$ cat config.mk
export PLATFORM = sky130hd
export DESIGN_NAME = reduced_alphabet_seed_hash_unit
export DESIGN_NICKNAME = d
export VERILOG_FILES = /design/src/sv/rash_pkg.sv /design/src/sv/reduced_alphabet_seed_hash_unit.sv
export SDC_FILE = /design/constraint.sdc
export NUM_CORES = 2
export LEC_CHECK = 0
export BUFFER_PORTS_ARGS = -buffer_cell sky130_fd_sc_hd__buf_2
export CAP_MARGIN = 25
export CORE_ASPECT_RATIO = 1.75
export CORE_MARGIN = 5
export CORE_UTILIZATION = 35
export DETAILED_ROUTE_END_ITERATION = 10
export PLACE_DENSITY_LB_ADDON = 0.12
export SKIP_CTS_REPAIR_TIMING = 1
export SYNTH_ARGS = -nofsm -noshare
export SYNTH_HDL_FRONTEND = slang
export SYNTH_SLANG_ARGS = --single-unit
$ cat constraint.sdc
create_clock -name clock -period 11.15 [get_ports clock]
set_input_delay 1.6725 -clock clock [delete_from_list [all_inputs] [get_ports clock]]
set_output_delay 1.6725 -clock clock [all_outputs]
set_load 0.02 [all_outputs]
$ cat src/sv/rash_pkg.sv
// Shared widths, register indexes and error-hash helper for the reduced-alphabet seed hash.
package rash_pkg;

   localparam int HASH_W       = 64;
   localparam int CODE_W       = 4;
   localparam int SYM_W        = 5;
   localparam int LEN_W        = 5;
   localparam int SCORE_W      = 16;
   localparam int CSR_IDX_W    = 3;
   localparam int CSR_DATA_W   = 64;
   localparam int MIN_LENGTH   = 4;
   localparam int LENGTH_BOUND = 16;

   localparam logic [CSR_IDX_W-1:0] CSR_TOP_CODE   = 3'd0;
   localparam logic [CSR_IDX_W-1:0] CSR_THRESHOLD  = 3'd1;
   localparam logic [CSR_IDX_W-1:0] CSR_MAX_LENGTH = 3'd2;
   localparam logic [CSR_IDX_W-1:0] CSR_MAP_LOW    = 3'd3;
   localparam logic [CSR_IDX_W-1:0] CSR_MAP_HIGH   = 3'd4;
   localparam logic [CSR_IDX_W-1:0] CSR_SCORE_LOW  = 3'd5;
   localparam logic [CSR_IDX_W-1:0] CSR_SCORE_HIGH = 3'd6;

   localparam logic [CODE_W-1:0]  TOP_CODE_RESET   = 4'd15;
   localparam logic [LEN_W-1:0]   MAX_LENGTH_RESET = 5'd12;
   localparam logic [HASH_W-1:0]  ERR_HASH_RESET   = 64'h0001_0000_0000_0000;

   // shift width: smallest s with 2^s >= largest valid code
   function automatic logic [2:0] shift_of(input logic [CODE_W-1:0] mc);
      logic [2:0] s;
      if (mc <= 4'd1) begin
         s = 3'd0;
      end else if (mc == 4'd2) begin
         s = 3'd1;
      end else if (mc <= 4'd4) begin
         s = 3'd2;
      end else if (mc <= 4'd8) begin
         s = 3'd3;
      end else begin
         s = 3'd4;
      end
      return s;
   endfunction

   // largest valid code OR-ed in at len shifts of s bits; fields overlap where the code equals 2^s
   function automatic logic [HASH_W-1:0] max_hash_of(input logic [CODE_W-1:0] mc,
                                                     input logic [2:0]        s,
                                                     input logic [LEN_W-1:0]  len);
      logic [HASH_W-1:0] h;
      h = '0;
      if (s == 3'd0) begin
         h = (mc == '0) ? '0 : {{(HASH_W-LEN_W){1'b0}}, len};
      end else begin
         for (int i = 0; i < LENGTH_BOUND; i++) begin
            if (i < int'(len)) begin
               h = h | ({{(HASH_W-CODE_W){1'b0}}, mc} << (int'(s) * i));
            end
         end
      end
      return h;
   endfunction

endpackage

$ cat src/sv/reduced_alphabet_seed_hash_unit.sv
// Reduced-alphabet seed hash: input stage, single-pass step logic and result register.
// A result passes from the input stage through the step logic into the result register.
// Throughput: one symbol per cycle unless stalled; the step logic is two table lookups,
//   a shift of up to four bits and a 64-bit add between input stage and result register.
// The error hash is re-derived from configuration each cycle and registered.
// Reset (synchronous, active high) drops the seed and clears both stages;
//   configuration returns to its reset values.
module reduced_alphabet_seed_hash_unit
   import rash_pkg::*;
(
   input  logic                   clock,
   input  logic                   reset,
   input  logic                   req_valid,
   output logic                   req_stall,
   input  logic [SYM_W-1:0]       req_symbol,
   input  logic                   req_start_req,
   output logic                   rsp_valid,
   input  logic                   rsp_stall,
   output logic [HASH_W-1:0]      rsp_seed_hash,
   output logic [LEN_W-1:0]       rsp_seed_length,
   output logic                   rsp_bad_symbol,
   input  logic                   csr_write_enable,
   input  logic [CSR_IDX_W-1:0]   csr_index,
   input  logic [CSR_DATA_W-1:0]  csr_data
);

   logic [CODE_W-1:0]         top_code_ff;
   logic signed [SCORE_W-1:0] threshold_ff;
   logic [LEN_W-1:0]          max_length_ff;
   logic [HASH_W-1:0]         map_low_ff, map_high_ff, score_low_ff, score_high_ff;
   logic [HASH_W-1:0]         err_hash_ff;

   logic                      stage_valid_ff, stage_valid_in;
   logic [SYM_W-1:0]          stage_symbol_ff;
   logic                      stage_start_ff;

   logic [HASH_W-1:0]         hash_ff, hash_in;
   logic signed [SCORE_W-1:0] score_ff, score_in;
   logic [LEN_W-1:0]          taken_ff, taken_in;
   logic                      active_ff, active_in;

   logic                      rsp_valid_ff, rsp_valid_in;
   logic [HASH_W-1:0]         rsp_hash_ff, rsp_hash_in;
   logic [LEN_W-1:0]          rsp_length_ff, rsp_length_in;
   logic                      rsp_bad_ff, rsp_bad_in;

   logic                      out_free, advance, req_accept, emit;
   logic [2:0]                shift_w;
   logic [LEN_W-1:0]          eff_len;

   assign shift_w    = shift_of(top_code_ff);
   assign eff_len    = (max_length_ff > LEN_W'(LENGTH_BOUND)) ? LEN_W'(LENGTH_BOUND)
                                                              : max_length_ff;
   assign out_free   = !rsp_valid_ff || !rsp_stall;
   assign advance    = stage_valid_ff && out_free;
   assign req_stall  = stage_valid_ff && !out_free;
   assign req_accept = req_valid && !req_stall;

   always_comb begin
      logic [HASH_W-1:0]         h_cur, h_shift;
      logic signed [SCORE_W-1:0] s_cur;
      logic [LEN_W-1:0]          t_cur, t_next;
      logic                      act;
      logic [HASH_W-1:0]         map_word, score_word;
      logic [CODE_W-1:0]         code;
      logic [7:0]                score_byte;

      act        = stage_start_ff || active_ff;
      h_cur      = stage_start_ff ? '0 : hash_ff;
      s_cur      = stage_start_ff ? '0 : score_ff;
      t_cur      = stage_start_ff ? '0 : taken_ff;
      map_word   = stage_symbol_ff[SYM_W-1] ? map_high_ff : map_low_ff;
      code       = map_word[{stage_symbol_ff[3:0], 2'b00} +: CODE_W];
      score_word = code[3] ? score_high_ff : score_low_ff;
      score_byte = score_word[{code[2:0], 3'b000} +: 8];
      t_next     = t_cur + LEN_W'(1);
      case (shift_w)
         3'd0:    h_shift = h_cur;
         3'd1:    h_shift = {h_cur[HASH_W-2:0], 1'b0};
         3'd2:    h_shift = {h_cur[HASH_W-3:0], 2'b0};
         3'd3:    h_shift = {h_cur[HASH_W-4:0], 3'b0};
         default: h_shift = {h_cur[HASH_W-5:0], 4'b0};
      endcase

      hash_in       = h_cur;
      score_in      = s_cur;
      taken_in      = t_cur;
      active_in     = act;
      emit          = 1'b0;
      rsp_hash_in   = h_cur;
      rsp_length_in = t_cur;
      rsp_bad_in    = 1'b0;

      if (!act) begin
         emit = 1'b0;
      end else if (t_cur >= eff_len) begin
         emit = 1'b1;
      end else if (code > top_code_ff) begin
         emit          = 1'b1;
         rsp_hash_in   = err_hash_ff;
         rsp_length_in = '0;
         rsp_bad_in    = 1'b1;
      end else if (t_cur >= LEN_W'(MIN_LENGTH) && s_cur >= threshold_ff) begin
         emit = 1'b1;
      end else begin
         hash_in       = h_shift + {{(HASH_W-CODE_W){1'b0}}, code};
         score_in      = s_cur + SCORE_W'(signed'(score_byte));
         taken_in      = t_next;
         rsp_hash_in   = hash_in;
         rsp_length_in = t_next;
         emit          = (t_next >= eff_len);
      end
      if (emit) begin
         active_in = 1'b0;
      end
   end

   always_comb begin
      stage_valid_in = stage_valid_ff;
      if (req_accept) begin
         stage_valid_in = 1'b1;
      end else if (advance) begin
         stage_valid_in = 1'b0;
      end
      rsp_valid_in = rsp_valid_ff;
      if (out_free) begin
         rsp_valid_in = advance && emit;
      end
   end

   always_ff @(posedge clock) begin
      if (reset) begin
         top_code_ff   <= TOP_CODE_RESET;
         threshold_ff  <= '0;
         max_length_ff <= MAX_LENGTH_RESET;
         map_low_ff    <= '0;
         map_high_ff   <= '0;
         score_low_ff  <= '0;
         score_high_ff <= '0;
      end else if (csr_write_enable) begin
         case (csr_index)
            CSR_TOP_CODE:   top_code_ff   <= csr_data[CODE_W-1:0];
            CSR_THRESHOLD:  threshold_ff  <= signed'(csr_data[SCORE_W-1:0]);
            CSR_MAX_LENGTH: max_length_ff <= csr_data[LEN_W-1:0];
            CSR_MAP_LOW:    map_low_ff    <= csr_data;
            CSR_MAP_HIGH:   map_high_ff   <= csr_data;
            CSR_SCORE_LOW:  score_low_ff  <= csr_data;
            CSR_SCORE_HIGH: score_high_ff <= csr_data;
            default: ;
         endcase
      end
   end

   always_ff @(posedge clock) begin
      if (reset) begin
         err_hash_ff <= ERR_HASH_RESET;
      end else begin
         err_hash_ff <= max_hash_of(top_code_ff, shift_w, eff_len) + HASH_W'(1);
      end
   end

   always_ff @(posedge clock) begin
      if (reset) begin
         stage_valid_ff <= 1'b0;
         rsp_valid_ff   <= 1'b0;
         active_ff      <= 1'b0;
         hash_ff        <= '0;
         score_ff       <= '0;
         taken_ff       <= '0;
      end else begin
         stage_valid_ff <= stage_valid_in;
         rsp_valid_ff   <= rsp_valid_in;
         if (advance) begin
            active_ff <= active_in;
            hash_ff   <= hash_in;
            score_ff  <= score_in;
            taken_ff  <= taken_in;
         end
      end
   end

   always_ff @(posedge clock) begin
      if (req_accept) begin
         stage_symbol_ff <= req_symbol;
         stage_start_ff  <= req_start_req;
      end
      if (out_free && advance && emit) begin
         rsp_hash_ff   <= rsp_hash_in;
         rsp_length_ff <= rsp_length_in;
         rsp_bad_ff    <= rsp_bad_in;
      end
   end

   assign rsp_valid       = rsp_valid_ff;
   assign rsp_seed_hash   = rsp_hash_ff;
   assign rsp_seed_length = rsp_length_ff;
   assign rsp_bad_symbol  = rsp_bad_ff;

`ifndef SYNTHESIS
   a_bad_len_zero: assert property (@(posedge clock) disable iff (reset)
      rsp_valid_ff && rsp_bad_ff |-> rsp_length_ff == '0)
      else $error("bad-symbol beat with non-zero length");

   a_len_bound: assert property (@(posedge clock) disable iff (reset)
      rsp_valid_ff |-> rsp_length_ff <= LEN_W'(LENGTH_BOUND))
      else $error("seed length beyond bound");

   a_taken_bound: assert property (@(posedge clock) disable iff (reset)
      taken_ff <= LEN_W'(LENGTH_BOUND))
      else $error("symbol count overflow");

   a_emit_ends_seed: assert property (@(posedge clock) disable iff (reset)
      advance && emit |=> !active_ff && rsp_valid_ff)
      else $error("seed still active after result");

   a_stall_needs_stage: assert property (@(posedge clock) disable iff (reset)
      req_stall |-> stage_valid_ff && rsp_valid_ff)
      else $error("input stalled with no work held");
`endif

endmodule
Word level (Yosys, flattened, before mapping)
Index checks and enable logic that the tools add are counted.

storage, ports and cells
  bits of input ports = 78
  output and inout port bits = 72
  memory bits (writable) = 0
  flip-flop bits (word level) = 509
  bits in read-only memories = 0
  bits in latches = 0
  memories = 0

operators by class
  reduce and logical (&&, ||, !) cells = 25
  $add $sub $neg = 4
  bitwise operators = 16
  shifts and indexed selects = 17
  magnitude comparators = 25
  divide/modulo/power cells = 0
  equality and inequality tests = 10
  multipliers = 11
  mux-type cells = 86

operators with widths
  operator               number
  $mux 64                57
  $or 64x64->64          15
  $shl 4x7->64           7
  $pmux 64 s4            1
  $shl 4x6->64           4
  $shl 4x5->64           2
  $mux 16                5
  $add 64x1->64 const B  1
  $add 64x4->64          1
  $shiftx 64x7->4        1
  $shiftx 64x7->8        1
  $shl 4x3->64           1
  $shl 4x4->64           1
  $mux 5                 10
  $lt 4x5->1 const A     8
  $mul 3x4->7 const B    4
  $mul 3x3->6 const B    4
  $lt 3x5->1 const A     4
  $add 16x8->16          1
  $ge 16x16->1           1
  $mul 3x2->5 const B    3
  $reduce_and 2->1       7
  $eq 3x2->1 const B     4
  $mux 3                 4
  other kinds (23)       47

Depth between registers and ports, before layout
  depth after elaboration = 69
  mapped depth = 31
  mapped depth without buffers = 20

Worst setup path after synthesis
OpenSTA, ideal clock, no wires.

  path kind = flip-flop to flip-flop
  from = register stage_start_ff
  to = register rsp_bad_ff, in the netlist rsp_bad_symbol, enable pin
  path slack = 3471 ps
  required time = 10651 ps
  stages on the path, launching flop included = 20
  data arrival time = 7180 ps
  clock period less this slack = 7679 ps
  path through = edfxtp_1 > clkbuf_1 > clkbuf_1 > clkbuf_1 > clkbuf_1 > clkbuf_1 > buf_1 > buf_1 > clkbuf_1 > nor2b_1 > ha_1 > a21o_1 > a21o_1 > a21oi_1 > or4_1 > nand4b_1 > nand2_1 > nand2_1 > a211oi_1 > nor2_1

on the way
  word-level cells in the longest chain between the ends = 8
  elaborated cells between the ends (all ways) = 14
  those cells by class = 1 x add/sub; 4 x order compare; 6 x mux; 3 x reduce/logical

RTL lines
  item                                                    RTL line                                                                        RTL
  start, declared                                         reduced_alphabet_seed_hash_unit.sv:35                                           logic stage_start_ff;
  start signal, assigned                                  reduced_alphabet_seed_hash_unit.sv:185                                          stage_start_ff <= req_start_req;
  $mux 5 / $mux 16 (equally long branches)                reduced_alphabet_seed_hash_unit.sv:71, reduced_alphabet_seed_hash_unit.sv:70
  $add 5x1->5, or another cell as far along               reduced_alphabet_seed_hash_unit.sv:76                                           t_next = t_cur + LEN_W'(1);
  $ge 5x5->1 / $logic_and 1x1->1 (equally long branches)  reduced_alphabet_seed_hash_unit.sv:111, reduced_alphabet_seed_hash_unit.sv:103
  $mux 1                                                  reduced_alphabet_seed_hash_unit.sv:103                                          end else if (t_cur >= LEN_W'(MIN_LENGTH) && s_cur >= threshold_ff) begin
  $mux 1                                                  reduced_alphabet_seed_hash_unit.sv:98                                           end else if (code > top_code_ff) begin
  $mux 1                                                  reduced_alphabet_seed_hash_unit.sv:96                                           end else if (t_cur >= eff_len) begin
  $mux 1 (*)                                              reduced_alphabet_seed_hash_unit.sv:94                                           if (!act) begin
  $logic_and 1x1->1 (*)                                   reduced_alphabet_seed_hash_unit.sv:187                                          if (out_free && advance && emit) begin
  end signal, assigned                                    reduced_alphabet_seed_hash_unit.sv:190                                          rsp_bad_ff <= rsp_bad_in;
  end, declared                                           reduced_alphabet_seed_hash_unit.sv:45                                           logic rsp_bad_ff, rsp_bad_in;

Every way passes the cells marked *; elsewhere a longest branch is shown, timed or not.
A chain may end at the register's enable or synchronous reset.

Final worst setup path
  from = register top_code_ff[0]
  to = register err_hash_ff[56]

on the way
  word-level cells in the longest chain between the ends = 67
  elaborated cells between the ends (all ways) = 101
  those cells by class = 1 x add/sub; 11 x mul; 3 x order compare; 1 x eq/ne; 15 x shift; 53 x mux; 15 x bitwise; 2 x reduce/logical

RTL lines
  item                                                                  RTL line                                RTL
  start, declared                                                       reduced_alphabet_seed_hash_unit.sv:27   logic [CODE_W-1:0] top_code_ff;
  start signal, assigned                                                reduced_alphabet_seed_hash_unit.sv:142  CSR_TOP_CODE: top_code_ff <= csr_data[CODE_W-1:0];
  parallel branches: the longest is 64 deep, another holds $mul 3x2->5  --
  $mux 64 (*)                                                           rash_pkg.sv:49                          if (s == 3'd0) begin
  $mux 64 (*)                                                           reduced_alphabet_seed_hash_unit.sv:155  if (reset) begin
  $add 64x1->64 (*)                                                     reduced_alphabet_seed_hash_unit.sv:158  err_hash_ff <= max_hash_of(top_code_ff, shift_w, eff_len) + HASH_W'(1);
  end signal, assigned                                                  reduced_alphabet_seed_hash_unit.sv:158
  end, declared                                                         reduced_alphabet_seed_hash_unit.sv:31   logic [HASH_W-1:0] err_hash_ff;

Mark *: on every way between the ends. The select of a mux whose other input is x is not followed.

==> flow_summary.html <==
<table>
<tr><th>Metric</th><th>Value</th></tr>
<tr><th colspan="2">Pwr</th></tr>
<tr><td>Clock share of power</td><td>0.416</td></tr>
<tr><td>Cell Pwr Density</td><td>130 nW/um^2</td></tr>
<tr><td>Switching power summed over all nets</td><td>0.00138 W</td></tr>
<tr><td>Combinational fraction of design power</td><td>0.155</td></tr>
<tr><td>Switching part of the total</td><td>0.303</td></tr>
<tr><td>Reported leakage power</td><td>11.9 nW</td></tr>
<tr><td>Sequential share of power</td><td>0.429</td></tr>
<tr><td>Maximum VDD drop</td><td>0.000133 V</td></tr>
<tr><td>Pint</td><td>0.00316 W</td></tr>
<tr><th colspan="2">Global routing</th></tr>
<tr><td>Antenna violations before repair</td><td>6</td></tr>
<tr><td>Via count of the first global-routing pass</td><td>31500</td></tr>
<tr><td>Grt ovf</td><td>0</td></tr>
<tr><td>First-pass GRT wire length</td><td>222 mm</td></tr>
<tr><td>All-Layer GR Usage</td><td>0.311</td></tr>
<tr><td>Largest net degree at the start of global routing</td><td>90</td></tr>
<tr><th colspan="2">STA</th></tr>
<tr><td>Actual slew at the worst max-slew pin</td><td>1110 ps</td></tr>
<tr><td>Hold Violations, Final</td><td>0</td></tr>
<tr><td>Final critical path time including I/O delays and setup</td><td>8130 ps</td></tr>
<tr><td>Final period utilization</td><td>0.729</td></tr>
<tr><td>Clock Skews</td><td>22.3 ps</td></tr>
<tr><td>Final number of max-transition violations</td><td>0</td></tr>
<tr><td>Unrepaired setup endpoints after global routing</td><td>no</td></tr>
<tr><td>Setup violation total in the final timing report</td><td>0</td></tr>
<tr><td>Highest clock rate</td><td>123 MHz</td></tr>
<tr><td>Setup total negative slack</td><td>0 ps</td></tr>
<tr><td>Final worst slack</td><td>3020 ps</td></tr>
<tr><td>Relative slew slack</td><td>0.253</td></tr>
<tr><th colspan="2">Worst setup path</th></tr>
<tr><td>Ordered cell list for the critical path</td><td>buf_4, nor3_1, nand2_1, o21ai_0, ha_2, inv_1, fa_1, buf_4, nand2b_1, nor2_1, nand2_1, nor3_1, a2111oi_2, a31o_2, nor4_2, nand3_1, or4b_1, a21oi_1</td></tr>
<tr><td>Slowest-stage cell, CP</td><td>sky130_fd_sc_hd__nor2_1</td></tr>
<tr><td>CP startpoint kind</td><td>flop</td></tr>
<tr><td>Highest fanout seen on the critical path</td><td>44</td></tr>
<tr><td>Slowest Stage Delay on Critical Path</td><td>810 ps</td></tr>
<tr><td>Arrival time of the worst setup path</td><td>8680 ps</td></tr>
<tr><td>Setup Crit Path Kind</td><td>reg -&gt; reg</td></tr>
<tr><td>Total stage count of the critical path</td><td>18</td></tr>
<tr><td>Critical Path RT</td><td>11700 ps</td></tr>
<tr><td>Cell depth of the worst flop-to-flop path</td><td>18</td></tr>
<tr><td>Crit path buf inv count</td><td>3</td></tr>
<tr><td>Largest delay share family, worst path</td><td>simple AND/OR/NAND/NOR gates</td></tr>
<tr><td>Sort of element at the end of the critical path</td><td>flop</td></tr>
<tr><th colspan="2">Route</th></tr>
<tr><td>Wire length after detailed routing</td><td>154 mm</td></tr>
<tr><td>Detail Route Antenna Nets</td><td>0</td></tr>
<tr><td>Number of iterations in the first detailed-routing pass</td><td>8</td></tr>
<tr><td>WL per Instance</td><td>30.0 um</td></tr>
<tr><td>Total via count in the routed design</td><td>31700</td></tr>
<tr><td>Avg Vias per Cell</td><td>6.17</td></tr>
<tr><td>Iteration-0 DRC Markers</td><td>2941</td></tr>
<tr><td>Drt drc</td><td>0</td></tr>
<tr><th colspan="2">Flow run</th></tr>
<tr><td>Max-cap viol count</td><td>0</td></tr>
<tr><th colspan="2">Logic synthesis</th></tr>
<tr><td>Average instance area after synthesis</td><td>7.91 sq um</td></tr>
<tr><td>Fraction of synthesis flops using an asynchronous set or reset pin</td><td>0</td></tr>
<tr><td>Number of enable flip-flop cells after synthesis</td><td>76</td></tr>
<tr><td>Most common cell in the netlist</td><td>sky130_fd_sc_hd__nand2_1</td></tr>
<tr><td>Cells after synthesis</td><td>3918</td></tr>
<tr><td>Ranking of synthesized cells by instance count</td><td>sky130_fd_sc_hd__nand2_1 (823), sky130_fd_sc_hd__dfxtp_1 (433), sky130_fd_sc_hd__a21oi_1 (409), sky130_fd_sc_hd__nor2_1 (248), sky130_fd_sc_hd__clkbuf_1 (240)</td></tr>
<tr><td>Post-synthesis sequential element count</td><td>509</td></tr>
<tr><td>Cell types with the largest area share after synthesis</td><td>sky130_fd_sc_hd__dfxtp_1 (28%), sky130_fd_sc_hd__nand2_1 (10%), sky130_fd_sc_hd__edfxtp_1 (7.4%)</td></tr>
<tr><td>Sequential-to-total area share from yosys stat</td><td>0.353</td></tr>
<tr><td>Synthesized cell area</td><td>31000 sq um</td></tr>
<tr><td>Area fraction of the dominant cell type after synthesis</td><td>0.280</td></tr>
<tr><td>Synth Flop Type</td><td>sky130_fd_sc_hd__dfxtp_1</td></tr>
<tr><td>Biggest area consumer among synthesized cells</td><td>sky130_fd_sc_hd__dfxtp_1</td></tr>
<tr><td>Count of yosys warnings during synthesis</td><td>0</td></tr>
<tr><td>Count of cell types in the netlist</td><td>97</td></tr>
<tr><td>Post-Syn Nets</td><td>4066</td></tr>
<tr><th colspan="2">CTS</th></tr>
<tr><td>Root buf cell</td><td>sky130_fd_sc_hd__clkbuf_16</td></tr>
<tr><td>Number of clock sinks seen by CTS</td><td>509</td></tr>
<tr><td>H-tree depth</td><td>2</td></tr>
<tr><td>Clock insertion delay at the later pin of the skew report</td><td>650 ps</td></tr>
<tr><td>Clock buffer count from CTS</td><td>54</td></tr>
<tr><td>Clock Path Buffers</td><td>3</td></tr>
<tr><td>Clock transition at the registers of the reported paths</td><td>70 ps</td></tr>
<tr><td>CTS tree</td><td>done</td></tr>
<tr><th colspan="2">Finish</th></tr>
<tr><td>Count of fill cells added during filler insertion</td><td>9412</td></tr>
<tr><td>Signed area change from the synthesized netlist to the final layout</td><td>12.3%</td></tr>
<tr><td>Share of layout cells above drive strength 1</td><td>0.126</td></tr>
<tr><td>Post-layout nets</td><td>4079</td></tr>
<tr><td>Area occupied by multi-input gates</td><td>18700 sq um</td></tr>
<tr><td>Area taken by flip-flops and latches</td><td>11000 sq um</td></tr>
<tr><th colspan="2">Floorplanning</th></tr>
<tr><td>Initial core utilization</td><td>0.353</td></tr>
<tr><td>Number of primary I/O pins</td><td>150</td></tr>
<tr><td>Placement row count</td><td>144</td></tr>
<tr><td>Total Die Area</td><td>94900 sq um</td></tr>
<tr><td>Core region area</td><td>87900 sq um</td></tr>
<tr><td>Die Ht</td><td>404 um</td></tr>
<tr><td>Die width</td><td>235 um</td></tr>
<tr><th colspan="2">Place</th></tr>
<tr><td>Input/output buffers</td><td>149</td></tr>
<tr><td>Setup Slack @ Placement</td><td>3290 ps</td></tr>
<tr><td>Final estimated routing congestion in global placement</td><td>1.05</td></tr>
<tr><td>Half-perimeter wire length of the detailed placement result</td><td>114 mm</td></tr>
<tr><th colspan="2">Worst hold path</th></tr>
<tr><td>Depth of the worst hold-timing path</td><td>2</td></tr>
<tr><td>Worst min-delay path class</td><td>reg -&gt; reg</td></tr>
<tr><th colspan="2">Status</th></tr>
<tr><td>Outcome</td><td>complete, no violations</td></tr>
</table>
==> worst min-delay path, delay by kind of cell (launching register included) <==
kind | cells | cell delay (ps)
DFF | 1 | 310
AOI/OAI and AO/OA | 1 | 50
and+or+nand+nor | 1 | 50
==> placed cells by master, fill, tap and decap left out, drive strengths merged, types with 76 or more instances in the layout <==
cell and n:
nand2 824, dfxtp 433, a21oi 409, buf 265, nor2 249, o21ai 144
nand3 101, a22oi 96, nor2b 85, mux2i 81, edfxtp 76
==> per-layer routing <==
metal  wire length (um)  share of wire  global-route usage
met5                  0              0                   0
met4              16000           0.10               0.255
met3               7870          0.051              0.0463
met2              78700           0.51               0.567
met1              51600           0.33               0.312
==> final cells by class <==
type / instances / share of cell area
Inverter: 58 / 0.00633
Timing Repair Buffer: 268 / 0.0474
Sequential cell: 509 / 0.315
Multi-Input combinational cell: 3040 / 0.537
Clock buffer: 72 / 0.0428
Clock inverter: 27 / 0.00931
Antenna cell: 4 / 0.000288
Tap cell: 1168 / 0.0420
==> stage by stage <==
| step | hold slack, ps | cell area [sq um] | instances | utilization | power [W] |
|---|---|---|---|---|---|
| final | 452 | 34800 | 5146 | 0.396 | 0.00454 |
| after global placement | 428 | 32900 | 5031 | 0.374 | 0.00267 |
| after floorplan | 417 | 31000 | 3918 | - | 0.00235 |
| after CTS | 452 | 34700 | 5135 | 0.395 | 0.00455 |
| after detailed placement | 441 | 32900 | 5036 | 0.375 | 0.00267 |
| after global routing | 466 | 34800 | 5142 | 0.396 | 0.00467 |
==> power by group through the flow <==
stage	logic [W]	registers (W)	clock network, W
after floorplan	0.000381	0.00197	0
after global placement	0.000685	0.00199	0
after detailed placement	0.000680	0.00199	0
after CTS	0.000681	0.00195	0.00192
after global routing	0.000730	0.00195	0.00199
final	0.000705	0.00195	0.00189
==> state kept, by name, summed over array words and instances (netlist names), 4 cells and up <==
name             cells
err_hash_ff         64
hash_ff             64
map_high_ff         64
map_low_ff          64
max_length_ff        5
rsp_seed_hash       64
rsp_seed_length      5
score_ff            16
score_high_ff       64
score_low_ff        64
stage_symbol_ff      5
taken_ff             5
threshold_ff        16
top_code_ff          4
==> path summary, 6_finish.rpt <==
| check | startpoint | endpoint | slack (ps) |
|---|---|---|---|
| worst max-delay path | top_code_ff[0] | err_hash_ff[56] | 3020 |
| worst min-delay path | score_high_ff[27] | score_high_ff[27] | 450 |
| worst max register to register | top_code_ff[0] | err_hash_ff[56] | 3020 |
| worst min register to register | score_high_ff[27] | score_high_ff[27] | 450 |
==> kinds of logic after synthesis <==
kind of cell    after synthesis  share of synthesized area
flops                       509                      0.353
simple gates               1608                      0.241
compound gates             1139                      0.240
fa+ha+maj                    70                     0.0297
buf+inv                     369                     0.0486
xor+xnor                     80                     0.0228
mux                         143                     0.0654
Note: power is estimated with default switching activity, not from simulation.
